### config.mk
export PLATFORM = sky130hd
export DESIGN_NAME = sync_stuffed_frame_deframer_core
export DESIGN_NICKNAME = d
export VERILOG_FILES = /design/src/rtl/core/ssfd_pkg.sv /design/src/rtl/core/ssfd_front.sv /design/src/rtl/core/ssfd_queue.sv /design/src/rtl/core/ssfd_back.sv /design/src/rtl/core/sync_stuffed_frame_deframer_core.sv
export SDC_FILE = /design/constraint.sdc
export NUM_CORES = 1
export LEC_CHECK = 0
export BUFFER_PORTS_ARGS = -buffer_cell sky130_fd_sc_hd__buf_2
export CORE_MARGIN = 2
export CORE_UTILIZATION = 55
export CTS_BUF_LIST = sky130_fd_sc_hd__clkbuf_2 sky130_fd_sc_hd__clkbuf_4 sky130_fd_sc_hd__clkbuf_8
export DETAILED_ROUTE_END_ITERATION = 10
export PLACE_DENSITY = 0.7
export SLEW_MARGIN = 15
export SYNTH_ARGS = -nofsm -noshare
export SYNTH_HDL_FRONTEND = slang
export SYNTH_SLANG_ARGS = --single-unit
### constraint.sdc
create_clock -name clk_i -period 11.1 [get_ports clk_i]
set_input_delay 0.555 -clock clk_i [delete_from_list [all_inputs] [get_ports clk_i]]
set_output_delay 0.555 -clock clk_i [all_outputs]
set_load 0.05 [all_outputs]
### src/rtl/core/ssfd_pkg.sv
// types, codes and constants shared by the stuffed frame deframer core
// no dependencies
package ssfd_pkg;

  // link format
  localparam logic [7:0] SYNC_BYTE         = 8'h1b;
  localparam logic [2:0] TYPE_SUPERVISORY  = 3'd1;
  localparam int unsigned FRAME_OVERHEAD   = 6;
  localparam int unsigned FIRST_PAYLOAD    = 4;
  localparam int unsigned DEF_MAX_FRAME_BYTES = 255 + 3;
  localparam int unsigned DEF_QUEUE_DEPTH  = 4;

  // result kinds
  typedef enum logic [2:0] {
    EV_PAYLOAD    = 3'd0,
    EV_GOOD_FRAME = 3'd1,
    EV_CSUM_ERR   = 3'd2,
    EV_SYNC_EXP   = 3'd3,
    EV_UNEXP_SYNC = 3'd4,
    EV_TOO_LONG   = 3'd5
  } ev_kind_e;

  // one classified request between front and back
  typedef struct packed {
    ev_kind_e   kind;
    logic [7:0] payload_byte;
    logic [4:0] station_address;
    logic [2:0] frame_type;
    logic [6:0] sequence_number;
    logic       retry_flag;
    logic [7:0] payload_length;
    logic       supervisory;
  } ev_t;

endpackage

### src/rtl/core/ssfd_front.sv
// front end: hunts sync, destuffs, tracks position and sum, classifies bytes
// depends on ssfd_pkg
module ssfd_front import ssfd_pkg::*; #(
  parameter int unsigned MAX_FRAME_BYTES = DEF_MAX_FRAME_BYTES
) (
  input  logic       clk_i,
  input  logic       rst_ni,
  input  logic       accept_i,
  input  logic [7:0] in_byte_i,
  output logic       ev_valid_o,
  output ev_t        ev_o
);

  localparam logic [8:0] MaxTotal = 9'(MAX_FRAME_BYTES);

  logic [8:0] pos_q, pos_d;
  logic [8:0] total_q, total_d;
  logic       esc_q, esc_d;
  logic [7:0] sum_q, sum_d;
  logic [7:0] route_q, route_d;
  logic [7:0] ctrl_q, ctrl_d;
  logic [7:0] len_q, len_d;

  logic       is_sync;
  logic [8:0] len_total;
  logic [9:0] pos_next;
  logic [8:0] payload_end;
  logic       sup;

  assign is_sync     = (in_byte_i == SYNC_BYTE);
  assign len_total   = {1'b0, in_byte_i} + 9'(FRAME_OVERHEAD);
  assign pos_next    = {1'b0, pos_q} + 10'd1;
  assign payload_end = {1'b0, len_q} + 9'(FIRST_PAYLOAD);
  assign sup         = (route_q[7:5] == TYPE_SUPERVISORY);

  // byte classification and frame state update
  always_comb begin
    pos_d      = pos_q;
    total_d    = total_q;
    esc_d      = esc_q;
    sum_d      = sum_q;
    route_d    = route_q;
    ctrl_d     = ctrl_q;
    len_d      = len_q;
    ev_valid_o = 1'b0;
    ev_o       = '0;
    ev_o.kind  = EV_PAYLOAD;
    if (accept_i) begin
      if (pos_q == 9'd0) begin
        if (!is_sync) begin
          ev_valid_o = 1'b1;
          ev_o.kind  = EV_SYNC_EXP;
        end else begin
          esc_d = 1'b0;
          sum_d = '0;
          pos_d = 9'd1;
        end
      end else if (pos_q == 9'd1) begin
        if (is_sync) begin
          pos_d      = '0;
          ev_valid_o = 1'b1;
          ev_o.kind  = EV_UNEXP_SYNC;
        end else begin
          esc_d   = 1'b0;
          route_d = in_byte_i;
          sum_d   = sum_q + in_byte_i;
          pos_d   = 9'd2;
        end
      end else if (is_sync && !esc_q) begin
        // escape marker, dropped
        esc_d = 1'b1;
      end else begin
        esc_d = 1'b0;
        if (pos_q == 9'd2) begin
          ctrl_d = in_byte_i;
          sum_d  = sum_q + in_byte_i;
          pos_d  = 9'd3;
        end else if (pos_q == 9'd3) begin
          if (len_total > MaxTotal) begin
            pos_d      = '0;
            ev_valid_o = 1'b1;
            ev_o.kind  = EV_TOO_LONG;
          end else begin
            len_d   = in_byte_i;
            total_d = len_total;
            sum_d   = sum_q + in_byte_i;
            pos_d   = 9'd4;
          end
        end else if (pos_next >= {1'b0, total_q}) begin
          // trailing byte closes the frame
          pos_d      = '0;
          ev_valid_o = 1'b1;
          if (sum_q != 8'd0) begin
            ev_o.kind = EV_CSUM_ERR;
          end else begin
            ev_o.kind            = EV_GOOD_FRAME;
            ev_o.station_address = route_q[4:0];
            ev_o.frame_type      = route_q[7:5];
            ev_o.sequence_number = ctrl_q[6:0];
            ev_o.retry_flag      = ctrl_q[7];
            ev_o.payload_length  = len_q;
            ev_o.supervisory     = sup;
          end
        end else begin
          sum_d = sum_q + in_byte_i;
          pos_d = pos_next[8:0];
          if (pos_q < payload_end) begin
            ev_valid_o        = 1'b1;
            ev_o.kind         = EV_PAYLOAD;
            ev_o.payload_byte = in_byte_i;
            ev_o.supervisory  = sup;
          end
        end
      end
    end
  end

  // frame state registers
  always_ff @(posedge clk_i or negedge rst_ni) begin
    if (!rst_ni) begin
      pos_q   <= '0;
      total_q <= '0;
      esc_q   <= 1'b0;
      sum_q   <= '0;
      route_q <= '0;
      ctrl_q  <= '0;
      len_q   <= '0;
    end else begin
      pos_q   <= pos_d;
      total_q <= total_d;
      esc_q   <= esc_d;
      sum_q   <= sum_d;
      route_q <= route_d;
      ctrl_q  <= ctrl_d;
      len_q   <= len_d;
    end
  end

  // payload only comes from inside a frame body
  assert property (@(posedge clk_i) disable iff (!rst_ni)
    (ev_valid_o && ev_o.kind == EV_PAYLOAD) |-> (pos_q >= 9'(FIRST_PAYLOAD)))
    else $error("payload request outside frame body");

  // an accepted frame length never exceeds the limit
  assert property (@(posedge clk_i) disable iff (!rst_ni)
    (pos_q >= 9'(FIRST_PAYLOAD)) |-> (total_q <= MaxTotal))
    else $error("frame total above limit");

endmodule

### src/rtl/core/ssfd_queue.sv
// short request queue decoupling front and back
// depends on ssfd_pkg
module ssfd_queue import ssfd_pkg::*; #(
  parameter int unsigned DEPTH = DEF_QUEUE_DEPTH
) (
  input  logic clk_i,
  input  logic rst_ni,
  input  logic wr_i,
  input  ev_t  wr_data_i,
  output logic full_o,
  input  logic rd_i,
  output logic valid_o,
  output ev_t  rd_data_o
);

  localparam int unsigned AW = (DEPTH > 1) ? $clog2(DEPTH) : 1;
  localparam int unsigned CW = $clog2(DEPTH + 1);
  localparam logic [AW-1:0] LastIdx = AW'(DEPTH - 1);

  ev_t           mem_q [DEPTH];
  logic [AW-1:0] wptr_q, rptr_q;
  logic [CW-1:0] cnt_q;
  logic          do_wr, do_rd;

  assign full_o    = (cnt_q == CW'(DEPTH));
  assign valid_o   = (cnt_q != '0);
  assign rd_data_o = mem_q[rptr_q];
  assign do_wr     = wr_i && !full_o;
  assign do_rd     = rd_i && valid_o;

  // storage, no reset needed
  always_ff @(posedge clk_i) begin
    if (do_wr) begin
      mem_q[wptr_q] <= wr_data_i;
    end
  end

  // pointers and fill count
  always_ff @(posedge clk_i or negedge rst_ni) begin
    if (!rst_ni) begin
      wptr_q <= '0;
      rptr_q <= '0;
      cnt_q  <= '0;
    end else begin
      if (do_wr) begin
        wptr_q <= (wptr_q == LastIdx) ? '0 : wptr_q + AW'(1);
      end
      if (do_rd) begin
        rptr_q <= (rptr_q == LastIdx) ? '0 : rptr_q + AW'(1);
      end
      if (do_wr && !do_rd) begin
        cnt_q <= cnt_q + CW'(1);
      end else if (do_rd && !do_wr) begin
        cnt_q <= cnt_q - CW'(1);
      end
    end
  end

  // fill count stays within depth
  assert property (@(posedge clk_i) disable iff (!rst_ni)
    cnt_q <= CW'(DEPTH))
    else $error("queue count overflow");

  // pointers agree with count when empty
  assert property (@(posedge clk_i) disable iff (!rst_ni)
    (cnt_q == '0) |-> (wptr_q == rptr_q))
    else $error("queue pointers out of step");

endmodule

### src/rtl/core/ssfd_back.sv
// back end: supervisory filter, result register and pop handshake
// depends on ssfd_pkg
module ssfd_back import ssfd_pkg::*; (
  input  logic clk_i,
  input  logic rst_ni,
  input  logic cfg_we_i,
  input  logic cfg_show_supervisory_i,
  input  logic req_valid_i,
  input  ev_t  req_i,
  output logic req_take_o,
  input  logic pop_i,
  output logic empty_o,
  output ev_t  res_o
);

  logic show_q;
  logic out_valid_q, out_valid_d;
  ev_t  out_q;
  logic drop, can_load, load;

  assign drop       = req_i.supervisory && !show_q;
  assign can_load   = !out_valid_q || pop_i;
  assign load       = req_valid_i && !drop && can_load;
  assign req_take_o = req_valid_i && (drop || can_load);
  assign empty_o    = !out_valid_q;
  assign res_o      = out_q;

  // result register occupancy
  always_comb begin
    out_valid_d = out_valid_q;
    if (load) begin
      out_valid_d = 1'b1;
    end else if (pop_i) begin
      out_valid_d = 1'b0;
    end
  end

  // configuration and control
  always_ff @(posedge clk_i or negedge rst_ni) begin
    if (!rst_ni) begin
      show_q      <= 1'b0;
      out_valid_q <= 1'b0;
    end else begin
      if (cfg_we_i) begin
        show_q <= cfg_show_supervisory_i;
      end
      out_valid_q <= out_valid_d;
    end
  end

  // result payload
  always_ff @(posedge clk_i) begin
    if (load) begin
      out_q <= req_i;
    end
  end

  // a hidden supervisory request never reaches the output
  assert property (@(posedge clk_i) disable iff (!rst_ni)
    load |=> !(out_q.supervisory && !$past(show_q)))
    else $error("suppressed request reached output");

  // a loaded request is presented in the next cycle
  assert property (@(posedge clk_i) disable iff (!rst_ni)
    load |=> out_valid_q)
    else $error("loaded result not presented");

endmodule

### src/rtl/core/sync_stuffed_frame_deframer_core.sv
// top level of the stuffed frame deframer: front, request queue, back
// depends on ssfd_pkg, ssfd_front, ssfd_queue, ssfd_back
//
// Takes one received link byte per clock and returns at most one result per
// byte: a destuffed payload byte, a frame verdict with the header fields, or a
// framing error. A byte is taken at every edge with push high and full low,
// and full rises only when the result queue (QUEUE_DEPTH entries plus one
// output register) is filled by a stalled pop side, so while pop keeps up the
// sustained rate is one byte per cycle. When nothing waits ahead of a byte,
// it is classified and written into the queue at the accepting edge and then
// moves from the queue into the output register, which drives the outputs.
// Supervisory frames are filtered in the back end with the
// show_supervisory setting, which must be written while no result is
// outstanding.
module sync_stuffed_frame_deframer_core import ssfd_pkg::*; #(
  parameter int unsigned MAX_FRAME_BYTES = DEF_MAX_FRAME_BYTES,
  parameter int unsigned QUEUE_DEPTH     = DEF_QUEUE_DEPTH
) (
  input  logic       clk_i,
  input  logic       rst_ni,
  input  logic       cfg_we_i,
  input  logic       cfg_show_supervisory_i,
  input  logic       push,
  output logic       full,
  input  logic [7:0] in_byte_i,
  input  logic       pop,
  output logic       empty,
  output logic [2:0] event_kind_o,
  output logic [7:0] payload_byte_o,
  output logic [4:0] station_address_o,
  output logic [2:0] frame_type_o,
  output logic [6:0] sequence_number_o,
  output logic       retry_flag_o,
  output logic [7:0] payload_length_o
);

  logic accept;
  logic fr_valid;
  ev_t  fr_ev;
  logic q_valid, q_take;
  ev_t  q_ev;
  ev_t  res;

  assign accept = push && !full;

  // classifier
  ssfd_front #(
    .MAX_FRAME_BYTES(MAX_FRAME_BYTES)
  ) u_front (
    .clk_i     (clk_i),
    .rst_ni    (rst_ni),
    .accept_i  (accept),
    .in_byte_i (in_byte_i),
    .ev_valid_o(fr_valid),
    .ev_o      (fr_ev)
  );

  // request queue
  ssfd_queue #(
    .DEPTH(QUEUE_DEPTH)
  ) u_queue (
    .clk_i    (clk_i),
    .rst_ni   (rst_ni),
    .wr_i     (fr_valid),
    .wr_data_i(fr_ev),
    .full_o   (full),
    .rd_i     (q_take),
    .valid_o  (q_valid),
    .rd_data_o(q_ev)
  );

  // filter and result register
  ssfd_back u_back (
    .clk_i                 (clk_i),
    .rst_ni                (rst_ni),
    .cfg_we_i              (cfg_we_i),
    .cfg_show_supervisory_i(cfg_show_supervisory_i),
    .req_valid_i           (q_valid),
    .req_i                 (q_ev),
    .req_take_o            (q_take),
    .pop_i                 (pop),
    .empty_o               (empty),
    .res_o                 (res)
  );

  // result fields
  assign event_kind_o      = res.kind;
  assign payload_byte_o    = res.payload_byte;
  assign station_address_o = res.station_address;
  assign frame_type_o      = res.frame_type;
  assign sequence_number_o = res.sequence_number;
  assign retry_flag_o      = res.retry_flag;
  assign payload_length_o  = res.payload_length;

endmodule

==> results.txt <==
Status: finished, final reports clean
Nets: 784
Clock Tree Root: clkbuf_8
Total setup buffers inserted after CTS: 0
Die W: 142 um
F_max: 256 MHz
# rows: 50
Crit start category: register
Vias per cell: 5.88
Core ar.: 0.0186 mm2
Hold Crit Class: in -> async
# setup viols final: 0
Fin Setup TNS: 0 ps
Starting DRC count in detailed routing: 358
Worst EP arrival: 4350 ps
Worst-path fanout max: 13
Initial antenna violation count: 0
Cell area power density: 300 mW/mm2
Worst r2r src: u_front.pos_q[8]$_DFFE_PN0P_
Layout cells sized above 1: 0.281
Post-CTS sizing: 0
All-Layer GR Usage: 0.211
Leakage: 4.60 nW
Largest net degree at the start of global routing: 60
Max_cap viols: 0
First-pass GRT wire length: 32.6 mm
TritonCTS clock tree: yes
Max clock buf depth: 3
Fin crit share: 0.352
Crit. Startpoint: u_front.pos_q[8]$_DFFE_PN0P_
Number of synthesized register bits: 238
Post-synth ARST share: 0.248
Most used cell along the critical path: xor2_1
Delay-heaviest family, CP: simple AND/OR/NAND/NOR gates
Reg2reg end: u_queue.cnt_q[2]$_DFFE_PN0P_
GPL Wtd Cong: 0.924
Ports: 51
CP max-delay cell: nor3_1
Reg clk slew, reported paths: 60 ps
Distinct cells, synth: 64
Unrepaired setup endpoints after global routing: no
Synth area leader: edfxtp_1
Final Cell Area: 0.0118 mm2
Post-synth EDFFs: 179
Syn Nets: 709
Total number of vias: 5835
Cells after Synth: 654
Total number of cells along the worst setup path: 11
Critical path type: reg -> reg
Slew headroom: 0.216
Total gr overflow: 0
Post-Route WL: 20.3 mm
VDD IR max: 129 uV
Initial Util: 0.560
# hold bufs at CTS: 0
DP HPWL: 12.6 mm
CTS Buf Count: 39
R2R Setup Slk: 7200 ps
Syn-to-layout area delta: 12.6%
Sequential cell area fraction in the yosys report: 0.656
Top_reg_cell synth: edfxtp_1
Worst-Skew Late Latency: 530 ps
Crit-path cells: nor3_1 > and3_1 > and2_2 > a21oi_2 > a311oi_4 > ha_1 > inv_1 > fa_1 > xor2_1 > nor2_1 > xor2_1
Clock Skews: 25.9 ps
Cell area after placement: 0.0109 mm2
Largest stage delay, worst path: 840 ps
Worst Setup End Kind: register
Post-layout min period: 3900 ps
Ranking of synthesized cells by area: edfxtp_1 51%, dfrtp_1 14%, mux4_2 7.8%
Drt drc: 0
Ys Warns: 0
Die Height: 142 um
Worst Setup EP: u_queue.cnt_q[2]$_DFFE_PN0P_
Post-Syn Area per Cell: 16.0 um2
Clk sinks: 238
Final hold vios: 0
H-tree Lvls: 2
Worst Path Buf+Inv: 1
WP data required: 11540 ps
Antenna diodes: 0
Vias in the first global route: 6110
Synth top area share: 0.515
DR WL/cell: 20.4 um
PortBufs: 50
Die ar.: 0.0201 mm2
Drt pass-1 iters: 5
Mapped Area: 0.0104 mm2
R2R depth: 11
Worst-Margin Slew: 1170 ps
Fin. max-slew vios: 0
Antenna Nets Post-Route: 0
==> state kept, by name (all words and copies together), names as in the netlist <==
name and flops:
u_front.esc_q 1, u_back.res_o 35, u_queue.wptr_q 2, u_back.out_valid_q 1
u_front.route_q 8, u_front.sum_q 8, u_front.ctrl_q 8, u_queue.mem_q 144
u_back.show_q 1, u_front.total_q 8, u_front.len_q 8, u_queue.cnt_q 3
u_front.pos_q 9, u_queue.rptr_q 2
==> metal layers <==
metal | GRT usage | vias up | wire length (um)
li1 | - | 2665 | -
met1 | 0.281 | 2981 | 8920
met2 | 0.359 | 156 | 10100
met3 | 0.0388 | 33 | 940
met5 | 0 | - | 0
met4 | 0.0579 | 0 | 302
==> report_power, final <==
part	switching [W]	leakage [nW]	internal, W
combinational	0.000841	1.73	0.000478
clock	0.000329	0.439	0.000462
sequential	0.000119	2.43	0.00130
==> worst min path at each step <==
| stage | startpoint | end | slack [ps] |
|---|---|---|---|
| final | rst_ni | u_queue.wptr_q[0]$_DFFE_PN0P_ | 210 |
| after global routing | pop | u_back.out_valid_q$_DFFE_PN0P_ | 230 |
| after CTS | pop | u_back.out_valid_q$_DFFE_PN0P_ | 220 |
| after detailed placement | u_front.total_q[6]$_DFFE_PN0P_ | u_front.total_q[6]$_DFFE_PN0P_ | 480 |
| after global placement | u_front.total_q[7]$_DFFE_PN0P_ | u_front.total_q[7]$_DFFE_PN0P_ | 470 |
| after floorplan | rst_ni | u_back.out_valid_q$_DFFE_PN0P_ | 260 |
==> cell type report <==
cell class                 count  area (um2)
fill                        1325        6890
sequential                   238        6850
timing repair buffer          58         310
tap                          234         293
multi-input combinational    368        3380
clock inverter                10         105
inverter                      24        90.1
clock buffer                  61         721
==> worst reg2reg max path, cell delays in order, from the launching register on <==
cell      delay (ps)
dfrtp_1          440
nor3_1           840
and3_1           590
and2_2           270
a21oi_2           50
a311oi_4         440
ha_1             260
inv_1             70
fa_1             420
xor2_1           170
nor2_1           120
xor2_1           160
==> cells in the mapped netlist, types with 3 or more instances <==
cell and number:
nor2_1 27, o21ai_0 21, mux2_2 30, xnor2_1 10, and2_1 34, a32o_1 5
nand4_1 4, clkbuf_1 11, buf_6 3, and3_1 11, nand2b_1 3, a21oi_1 19
nor4_1 5, nand3_1 18, nand2_1 23, edfxtp_1 179, a21o_1 7, inv_1 24
mux4_2 36, mux2_4 5, buf_2 4, nor3_1 9, buf_1 5, ha_1 39
dfrtp_1 59, xor2_1 15
==> stage by stage <==
stage	setup slack, ps	total power (W)	util	instances	hold slack (ps)
2_1_floorplan	7520	0.00244	-	654	259
3_5_place_dp	7220	0.00276	0.586	922	484
5_1_grt	6910	0.00372	0.630	993	227
4_1_cts	7210	0.00356	0.630	993	220
6_report	7200	0.00352	0.630	993	214
3_3_place_gp	7390	0.00271	0.586	922	467
==> cell families (layout without fill, tap and decap cells) <==
| logic type | after synthesis | in the layout | share of synthesized area |
|---|---|---|---|
| mux | 73 | 73 | 0.119 |
| simple gates | 156 | 156 | 0.0840 |
| fa+ha+maj | 41 | 41 | 0.0506 |
| flops | 238 | 238 | 0.656 |
| buf+inv | 48 | 153 | 0.0203 |
| xor+xnor | 25 | 25 | 0.0210 |
| compound gates | 73 | 73 | 0.0486 |
==> placed cells by master (no fill, tap or decap), types with 3 or more instances in the layout <==
| cell | count |
|---|---|
| a21o_1 | 7 |
| a21oi_1 | 19 |
| a32o_1 | 5 |
| and2_1 | 34 |
| and3_1 | 11 |
| buf_2 | 50 |
| buf_4 | 8 |
| clkbuf_4 | 19 |
| clkbuf_8 | 42 |
| clkinv_1 | 5 |
| dfrtp_1 | 58 |
| edfxtp_1 | 179 |
| ha_1 | 39 |
| inv_1 | 24 |
| mux2_2 | 30 |
| mux2_4 | 5 |
| mux4_2 | 36 |
| nand2_1 | 23 |
| nand2b_1 | 3 |
| nand3_1 | 18 |
| nand4_1 | 4 |
| nor2_1 | 26 |
| nor3_1 | 9 |
| nor4_1 | 5 |
| o21ai_0 | 21 |
| xnor2_1 | 10 |
| xor2_1 | 15 |
(Power assumes the default switching activity.)
